### src/hdl/upt_pkg.sv
package upt_pkg;

  localparam int NumUnits = 8;
  localparam int IdW      = 3;
  localparam int CountW   = 4;
  localparam int PctW     = 7;

  typedef enum logic {
    KIND_UPDATE = 1'b0,
    KIND_CLEAR  = 1'b1
  } kind_t;

  typedef struct packed {
    logic              fire;
    kind_t             kind;
    logic [IdW-1:0]    slot;
    logic [IdW-1:0]    unit_id;
    logic [PctW-1:0]   percent;
    logic              new_unit;
    logic [CountW-1:0] unit_count;
  } upt_result_t;

  // floor(n * 667 / 100) for every 4-bit step
  localparam logic [PctW-1:0] PctTable [16] = '{
    7'd0,  7'd6,  7'd13, 7'd20, 7'd26, 7'd33, 7'd40, 7'd46,
    7'd53, 7'd60, 7'd66, 7'd73, 7'd80, 7'd86, 7'd93, 7'd100
  };

endpackage

### src/hdl/upt_core.sv
module upt_core (
  input  logic                clk,
  input  logic                rst,
  input  logic                take,
  input  logic [7:0]          rx_byte,
  output upt_pkg::upt_result_t res
);

  logic [7:0]                        prev_byte;
  logic [upt_pkg::NumUnits-1:0]      map_valid;
  logic [upt_pkg::IdW-1:0]           map_slot [upt_pkg::NumUnits];
  logic [upt_pkg::CountW-1:0]        slots_used;
  logic [upt_pkg::CountW-1:0]        slots_used_next;

  logic                    dup;
  logic                    clr;
  logic [upt_pkg::IdW-1:0] unit;
  logic                    mapped;
  logic                    full;
  logic                    fresh;
  logic [upt_pkg::IdW-1:0] slot;

  assign dup    = (rx_byte == prev_byte);
  assign clr    = rx_byte[7];
  assign unit   = rx_byte[6:4];
  assign mapped = map_valid[unit];
  assign full   = (slots_used == upt_pkg::CountW'(upt_pkg::NumUnits));
  assign fresh  = !mapped && !full;

  always_comb begin
    if (mapped) begin
      slot = map_slot[unit];
    end else if (full) begin
      slot = '0;
    end else begin
      slot = slots_used[upt_pkg::IdW-1:0];
    end
  end

  assign slots_used_next = clr ? '0 : slots_used + upt_pkg::CountW'(fresh);

  always_comb begin
    res.fire = !dup;
    if (clr) begin
      res.kind       = upt_pkg::KIND_CLEAR;
      res.slot       = '0;
      res.unit_id    = '0;
      res.percent    = '0;
      res.new_unit   = 1'b0;
      res.unit_count = '0;
    end else begin
      res.kind       = upt_pkg::KIND_UPDATE;
      res.slot       = slot;
      res.unit_id    = unit;
      res.percent    = upt_pkg::PctTable[rx_byte[3:0]];
      res.new_unit   = fresh;
      res.unit_count = slots_used_next;
    end
  end

  always_ff @(posedge clk) begin
    if (rst) begin
      prev_byte  <= '0;
      map_valid  <= '0;
      slots_used <= '0;
    end else if (take && !dup) begin
      prev_byte  <= rx_byte;
      slots_used <= slots_used_next;
      if (clr) begin
        map_valid <= '0;
      end else if (fresh) begin
        map_valid[unit] <= 1'b1;
      end
    end
  end

  // slot numbers are only read behind their valid bit
  always_ff @(posedge clk) begin
    if (take && !dup && !clr && fresh) begin
      map_slot[unit] <= slot;
    end
  end

endmodule

### src/hdl/unit_progress_tracker.sv
// a result is registered and is valid the cycle after its byte transfers
// throughput: one byte per cycle if out_ready is high; the output register frees itself on the same edge it is taken
// a repeated byte transfers but gives no result
// synchronous active-high reset clears the previous byte to 0, unmaps every unit,
// zeroes the slot count and empties the output register
module unit_progress_tracker (
  input  logic       clk,
  input  logic       rst,
  input  logic       in_valid,
  output logic       in_ready,
  input  logic [7:0] rx_byte,
  output logic       out_valid,
  input  logic       out_ready,
  output logic       kind,
  output logic [2:0] slot,
  output logic [2:0] unit_id,
  output logic [6:0] percent,
  output logic       new_unit,
  output logic [3:0] unit_count
);

  upt_pkg::upt_result_t res;
  logic                 take;

  assign in_ready = !out_valid || out_ready;
  assign take     = in_valid && in_ready;

  upt_core u_core (
    .clk     (clk),
    .rst     (rst),
    .take    (take),
    .rx_byte (rx_byte),
    .res     (res)
  );

  always_ff @(posedge clk) begin
    if (rst) begin
      out_valid <= 1'b0;
    end else if (take) begin
      out_valid <= res.fire;
    end else if (out_ready) begin
      out_valid <= 1'b0;
    end
  end

  always_ff @(posedge clk) begin
    if (take && res.fire) begin
      kind       <= res.kind;
      slot       <= res.slot;
      unit_id    <= res.unit_id;
      percent    <= res.percent;
      new_unit   <= res.new_unit;
      unit_count <= res.unit_count;
    end
  end

endmodule

### config.mk
export PLATFORM = sky130hd
export DESIGN_NAME = unit_progress_tracker
export DESIGN_NICKNAME = d
export VERILOG_FILES = /design/src/hdl/upt_pkg.sv /design/src/hdl/upt_core.sv /design/src/hdl/unit_progress_tracker.sv
export SDC_FILE = /design/constraint.sdc
export NUM_CORES = 1
export LEC_CHECK = 0
export BUFFER_PORTS_ARGS = -buffer_cell sky130_fd_sc_hd__buf_2
export CAP_MARGIN = 10
export CORE_MARGIN = 2
export CORE_UTILIZATION = 49
export CTS_CLUSTER_SIZE = 14
export DETAILED_ROUTE_END_ITERATION = 10
export GPL_ROUTABILITY_DRIVEN = 0
export PLACE_DENSITY = 0.67
export SYNTH_ARGS = -nofsm -noshare
export SYNTH_HDL_FRONTEND = slang
export SYNTH_HIERARCHICAL = 1
export SYNTH_SLANG_ARGS = --single-unit
### constraint.sdc
create_clock -name clk -period 3.9 [get_ports clk]
set_clock_uncertainty 0.2 [all_clocks]
set_input_delay 0.78 -clock clk [delete_from_list [all_inputs] [get_ports clk]]
set_output_delay 0.78 -clock clk [all_outputs]
set_load 0.02 [all_outputs]
# Word-level counts from Yosys, hierarchy flattened
# Memory sizes are Yosys's and may differ from the RTL's.
# Cells that the tools add are included.
op_classes:
  addsub: 1
  magnitude_cmp: 3
  eq_ne: 2
  muxes: 16
  bitwise_logic: 2
  n_reduce_logical: 15
ops:
  columns: ["operator", "n"]
  rows:
  - ["19-bit two-way mux", 1]
  - ["8-bit two-way mux", 2]
  - ["7-bit two-way mux", 2]
  - ["8-bit == test", 1]
  - ["8-bit bitwise OR", 1]
  - ["1-bit logical AND", 6]
  - ["1-bit two-way mux", 6]
  - ["3-bit two-way mux", 2]
  - ["5-bit greater-or-equal comparator (second input constant)", 1]
  - ["1-bit zero test", 5]
  - ["4-bit inverter with 5-bit output", 1]
  - ["4-bit by 1-bit adder with 4-bit output", 1]
  - ["4-bit == test (second input constant)", 1]
  - ["3-bit by 4-bit < comparator with 1-bit output (second input constant)", 1]
  - ["4-bit two-way mux", 1]
  - ["2-bit nonzero test", 2]
  - ["1-bit binary-select mux with 3-bit select", 1]
  - ["1-bit demux with 3-bit select", 1]
  - ["3-bit by 1-bit greater-or-equal comparator with 1-bit output (second input constant)", 1]
  - ["2-bit AND reduction", 1]
  - ["1-bit logical OR", 1]
totals:
  register_bits: 40
  ramBits: 24
  mem_bits_ro: 112
  in_bits: 12
  out_inout_bits: 21
  wordCells: 51
  memories: 2
mem_list:
  columns: ["memory", "words", "width", "rd", "rd_clocked_by_memory_dff", "wr", "line_no", "rtl"]
  rows:
  - ["(name not given)", 16, 7, 1, 0, 0, "upt_core.sv:55", "res.percent = upt_pkg::PctTable[rx_byte[3:0]];"]
  - ["u_core.map_slot", 8, 3, 1, 0, 1, "upt_core.sv:11", "logic [upt_pkg::IdW-1:0] map_slot [upt_pkg::NumUnits];"]

# Logic depth before layout (Yosys ltp)
# Gate-level depths: netlist (run 1).
logic_depth:
  depth_word: 8
  mapped_depth: 10
  ltp_nobuf: 9

# Cells and area by module
# The synthesis (run 1) kept the hierarchy.
modules_own_cells:
  columns: ["module", "n_inst", "cells_each", "area_per_inst_um2", "seq_area_each_um2"]
  rows:
  - ["upt_core", 1, 214, 2379.8, 1121.1]
  - ["unit_progress_tracker", 1, 25, 638.1, 590.6]

# Worst setup path before layout (run 1)
# No wires, ideal clock.
synth_path:
  path_type: "input to register"
  start: "in rx_byte[4]"
  end: "mem u_core/map_slot[3][0] in the netlist's numbering, enable pin"
  setup_ns: 0.354
  t_arrival_ns: 2.550
  required_time_ns: 3.346
  path_slack_ns: 0.796
  cell_stages: 6
  n_path_buf: 2
  path_cell_list: "buf_6 mux4_2 mux2_4 or3_1 buf_6 nor4_2"
synth_via:
  elab_chain_len: 7
  word_cells_on_any_way: 11
  classes_between: "eq/ne: 1; mux: 4; reduce/logical: 6"
synth_rtl:
  columns: ["element", "line_no", "rtl"]
  rows:
  - ["start: declaration", "unit_progress_tracker.sv:11", "input logic [7:0] rx_byte,"]
  - ["1-bit binary-select mux with 3-bit select or 8-bit == test (tied branches)", "upt_core.sv:26, upt_core.sv:23", null]
  - ["1-bit two-way mux (not written as such) or 1-bit zero test (tied branches)", "upt_core.sv:26, upt_core.sv:79", null]
  - ["1-bit zero test or 1-bit logical AND (tied branches)", "upt_core.sv:28, upt_core.sv:79", null]
  - ["1-bit logical AND, on equally long branches", "upt_core.sv:28, upt_core.sv:79", null]
  - ["1-bit logical AND", "upt_core.sv:79", "if (take && !dup && !clr && fresh) begin"]
  - ["1-bit two-way mux", "upt_core.sv:79", null]
  - ["1-bit two-way mux (not written as such)", "upt_core.sv:80", "map_slot[unit] <= slot;"]
  - ["end: declaration", "upt_core.sv:11", null]
# Parallel ways exist; a longest one is shown, timed or not. The select of a mux whose other input is x is not followed.

# Final worst setup path (run 1)
layout_path:
  start: "in rx_byte[4]"
  end: "mem u_core/map_slot[0][1] in the netlist's numbering, enable pin"
# Same word-level chain as after synthesis.

==> results of run 1 <==
[layout by cell type, fill, tap and decap left out, types with 2 or more instances in the layout]
master,netlist,routed
a21oi_1,4,4
nor2_1,27,27
nor4_1,2,2
mux4_1,2,2
nor2b_1,8,8
a31oi_1,4,4
dfxtp_1,21,21
nand2b_1,5,5
nand3_1,2,2
o21ai_0,7,7
xnor2_1,2,2
nor3b_1,3,3
ha_1,9,9
xor2_1,9,9
clkbuf_8,0,10
mux2i_1,20,20
buf_2,2,32
a211oi_1,2,2
clkbuf_1,8,5
buf_4,1,6
edfxtp_1,43,43
nor4_2,5,5
nand2_1,10,10
nor4_4,3,3
o21a_1,9,9
inv_1,7,7
and3_1,3,3
[area by class of cell]
| type | instances | area [um^2] |
|---|---|---|
| clock buffer | 15 | 156.4 |
| clock inverter | 1 | 30.03 |
| fill | 496 | 2499 |
| inverter | 7 | 26.28 |
| multi-input combinational | 152 | 1199 |
| sequential | 64 | 1712 |
| tap | 75 | 93.84 |
| timing repair buffer | 38 | 205.2 |
[critical path: stages]
cell,delay (ps)
buf_2,230
mux4_1,600
mux2_4,310
or3_1,630
nor4_2,550
[state kept, by name, indices dropped and copies added (netlist names)]
signal             cells
u_core/slots_used      4
slot                   3
u_core/map_valid       8
out_valid              1
u_core/prev_byte       8
unit_count             4
u_core/map_slot       24
kind                   1
percent                7
new_unit               1
unit_id                3
[power by group through the flow]
stage	Combinational, W	Sequential (W)	Clock, W
4_1_cts	0.000161	0.000759	0.000554
3_5_place_dp	0.000161	0.000774	0
6_report	0.000160	0.000759	0.000545
2_1_floorplan	0.0000970	0.000791	0
5_1_grt	0.000177	0.000761	0.000585
3_3_place_gp	0.000160	0.000773	0
[through the flow]
stage	worst slack, ps	util	cells
floorplan	796.1	-	239
global route	458.2	0.5780	352
CTS	562.1	0.5780	352
detailed placement	188.4	0.5465	336
finish	555.2	0.5780	352
global placement	330.9	0.5465	336
[path summary, 6_finish.rpt]
kind                                              end  slack (ps)  cells past startpoint
worst max-delay path            u_core/map_slot[0][1]         560                      5
worst min-delay path              u_core/map_valid[3]         270                      1
worst max register to register  u_core/map_slot[0][1]        1010                      4
worst min register to register    u_core/map_valid[3]         270                      1
[metal layers]
layer	part of all wire	global-route usage	up-vias	wire (um)
li1	-	-	925	-
met1	0.51	0.2654	912	2864
met2	0.42	0.2581	51	2352
met3	0.048	0.04239	8	268
met4	0.016	0.07667	0	92
met5	0	0	-	0
[cell families (layout without fill, tap and decap cells)]
family                   after synthesis  in the layout  synth area share
AND/OR/NAND/NOR                       75             75            0.1571
buffers and inverters                 23             61           0.03566
AO/OA/AOI/OAI                         33             33           0.07462
XOR/XNOR                              11             11           0.03193
flip-flops                            64             64            0.5672
adder cells (fa/ha/maj)                9              9           0.03731
multiplexers                          24             24           0.09618
==> out/results.ini, run 1 <==
[outcome]
outcome = completed

[routing]
ant_nets = 0
vias = 1896
first_iter_violations = 127
dr.pass1.iters = 4
wl_um = 5577
wl_per_cell_um = 15.84
drc = 0
vias_per_cell = 5.386

[floorplanning]
die_w_um = 82.48
die_area_um2 = 6803
start_util = 0.5097
rows = 28
core-area_um2 = 5921
die_h_um = 82.48
num_io_pins = 33

[global_routing]
grt.total_usage = 0.1817
grt_pass1_wl_um = 8956
antenna_found_initial = 0
grt_overflow = 0
grt_max_degree = 23
grt_pass1_vias = 1719

[synthesis]
netlist_area_um2 = 3018
synth_nets = 260
yosysWarnings = 6
synth_flop_cell = edfxtp_1
async_reset_ff_frac = 0
yosysUniqueCellTypes = 44
syn_inst = 239
synth_edf_count = 43
netlist_top_cells_count = edfxtp_1, nor2_1, dfxtp_1, mux2i_1, nand2_1
ys_seq_elements = 64
yosysTopAreaCellShare = 0.4279
synth.area.top_cells = edfxtp_1, dfxtp_1, mux2i_1
synth_area_leader_cell = edfxtp_1
avgSynthCellArea_um2 = 12.63
yosysMostFrequentCell = edfxtp_1
synth-seq-area-share = 0.5672

[power]
p_comb_frac = 0.110
power_w = 0.001464
power_switching_w = 0.0003424
pwr-share-clk = 0.372
power_frac_seq = 0.518
p_leak_nw = 1.376
switching_share = 0.2338
internal_power_w = 0.001122
ir_drop_v = 0.0002170
power_density_nw_per_um2 = 427.9

[final_layout]
stdcell_area_um2 = 3422
antennaDiodeCount = 0
nets = 293
synthToLayoutAreaGrowth_pct = 13.39
layout-drive-gt1-share = 0.2347

[sta]
fmax_mhz = 299.0
worstMarginPinSlew_ps = 765.6
slew_headroom = 0.4896
fin_crit_sh = 0.8576
setup_viol = 0
min_period_ps = 3345
hold_viol_final = 0
hold_slack_ps = 269.9
tns_ps = 0
rsz0062_at_grt = false
drv_slew = 0

[critical_path]
critPathCaptureType = register
worstPathRequired_ps = 3670
crit_path_max_fanout = 13
cp-start-kind = input port
cp.arrival_ps = 3110
r2r-start = u_core/map_valid[6]
crit_path_start = rx_byte[4]
crit_type = in -> reg

[cts]
root_buffer = clkbuf_8
cts_buffer_depth = 2
cts_setup_buffers = 0
cts_resized = 0
cts_tree = yes
hold_buffers = 0
cts_htree_levels = 3
path_clk_slew_ps = 60
numCtsBuffers = 9
clock-sinks = 64
clk_latency_ps = 330

[job]
cap_violations = 0

[hold_path]
min-delay-start = u_core/map_valid[3]
hold_class = reg -> reg

[place]
placed_cell_area_um2 = 3236
hpwl_um = 3880
port_buffers = 32

(Power assumes the default switching activity.)
==> inputs of run 2 (changes only) <==
==> constraint.sdc (replaced) <==
create_clock -name clk -period 3.4 [get_ports clk]
set_clock_uncertainty 0.2 [all_clocks]
set_input_delay 0.68 -clock clk [delete_from_list [all_inputs] [get_ports clk]]
set_output_delay 0.68 -clock clk [all_outputs]
set_load 0.02 [all_outputs]
==> run 2 against run 1 <==
Against the previous run: cell area decreased by 0.40%; clock power fell by 7.5%; combinational power grew 19%; flip-flop and latch count unchanged; global-route usage rose by 0.71 points; core utilization is 0.23 points lower; register-to-register slack got worse by 480 ps; critical path depth is the same.
==> out/results.ini, run 2 (synthesis results as in run 1) <==
[cts]
path_clk_slew_ps = 60
cts_htree_levels = 3
cts_buffer_depth = 2
root_buffer = clkbuf_8
cts_setup_buffers = 0
cts_tree = yes
clock-sinks = 64
hold_buffers = 0
cts_resized = 0
numCtsBuffers = 9
clk_latency_ps = 320

[floorplanning]
rows = 28
die_area_um2 = 6803
start_util = 0.5097
die_w_um = 82.48
num_io_pins = 33
core-area_um2 = 5921
die_h_um = 82.48

[global_routing]
antenna_found_initial = 0
grt_overflow = 0
grt_pass1_wl_um = 9156
grt_pass1_vias = 1803
grt_max_degree = 22
grt.total_usage = 0.1888

[critical_path]
worstPathCellList = buf_2 > mux4_1 > mux2_4 > or3_1 > nor4_2
crit_cells = 5
cp-endpoint = u_core/map_slot[4][0]
r2r_cells = 4
r2r-start = u_core/map_valid[5]
slowest_delay_ps = 650
cp.arrival_ps = 2850
cp-start-kind = input port
worstPathRequired_ps = 3170
r2r-end = u_core/map_slot[4][0]
crit_type = in -> reg
timing.reg2reg.setup_slack_ps = 530
critPathCaptureType = register
crit_path_start = rx_byte[4]
critPathSlowestCell = or3_1
path_buf_inv = 1
crit_family = simple AND/OR/NAND/NOR gates
crit_path_max_fanout = 9

[sta]
slew_headroom = 0.5480
worstMarginPinSlew_ps = 678.0
fmax_mhz = 324.2
tns_ps = 0
fin_crit_sh = 0.9072
min_period_ps = 3085
rsz0062_at_grt = false
drv_slew = 0
setup_viol = 0
hold_viol_final = 0

[final_layout]
regArea_um2 = 1712
regMostFlops = u_core/map_slot
layout-drive-gt1-share = 0.2419
multi_input_area_um2 = 1199
mostFrequentLayoutCell = edfxtp_1
synthToLayoutAreaGrowth_pct = 12.94
layout_common_cells = edfxtp_1, buf_2, nor2_1, dfxtp_1, mux2i_1
largest_reg_flops = 24
fillers = 493
largestRegisters = u_core/map_slot x24, u_core/map_valid x8, u_core/prev_byte x8
nets = 295
stdcell_area_um2 = 3408
antennaDiodeCount = 0

[job]
cap_violations = 0

[place]
port_buffers = 32
hpwl_um = 3982
placed_cell_area_um2 = 3263

[routing]
first_iter_violations = 164
wl_per_cell_um = 16.03
wl_um = 5642
vias = 1923
drc = 0
dr.pass1.iters = 4
ant_nets = 0
vias_per_cell = 5.463

[power]
ir_drop_v = 0.0002615
p_leak_nw = 1.374
power_density_nw_per_um2 = 459.1

[hold_path]
hold_class = reg -> reg

[outcome]
outcome = completed

[run 2: worst min-delay path by stage]
| stage | slack (ps) | depth (start not counted) | from | to |
|---|---|---|---|---|
| 6_report | 280 | 1 | u_core/map_valid[3] | u_core/map_valid[3] |
| 5_1_grt | 310 | 1 | u_core/map_valid[7] | u_core/map_valid[7] |
| 3_3_place_gp | 260 | 1 | u_core/map_valid[7] | u_core/map_valid[7] |
| 2_1_floorplan | 230 | 1 | u_core/map_valid[3] | u_core/map_valid[3] |
| 4_1_cts | 290 | 1 | u_core/map_valid[2] | u_core/map_valid[2] |
| 3_5_place_dp | 260 | 1 | u_core/map_valid[3] | u_core/map_valid[3] |
[run 2: area by class of cell]
class / instances / area share
clock inverter: 2 / 0.002937
tap: 75 / 0.02753
multi-input combinational: 152 / 0.3517
clock buffer: 12 / 0.03965
sequential: 64 / 0.5022
timing repair buffer: 40 / 0.06828
inverter: 7 / 0.007709
[run 2: worst reg2reg max path, delay by kind of cell, from the launching register on]
| family | cells | cell delay [ps] |
|---|---|---|
| flops | 1 | 330 |
| mux | 2 | 810 |
| simple gates | 2 | 1170 |
[run 2: per-stage QoR]
stage	hold WS, ps	instances	total power (W)	setup slack (ps)	util
finish	283.8	352	0.001565	315.4	0.5757
global route	306.6	352	0.001636	218.0	0.5757
CTS	288.1	352	0.001577	332.3	0.5757
detailed placement	262.1	338	0.001077	-7.285	0.5511
global placement	256.0	338	0.001074	82.98	0.5511
floorplan	232.4	239	0.001019	396.1	-
[run 2: power breakdown]
group / total (W) / leakage (nW) / internal [W] / switching (W)
registers: 0.000871 / 0.590 / 0.000860 / 0.0000107
clock network: 0.000504 / 0.0761 / 0.000254 / 0.000250
logic: 0.000190 / 0.709 / 0.0000697 / 0.000120
total: 0.00156 / 1.37 / 0.00118 / 0.000380
[run 2: layer usage]
layer	GRT usage	vias up	share of wire	routed length, um
met5	0	-	0	0
met4	0.09000	0	0.014	78
met3	0.03913	7	0.084	476
met2	0.2806	67	0.45	2543
met1	0.2636	916	0.45	2543
li1	-	933	-	-
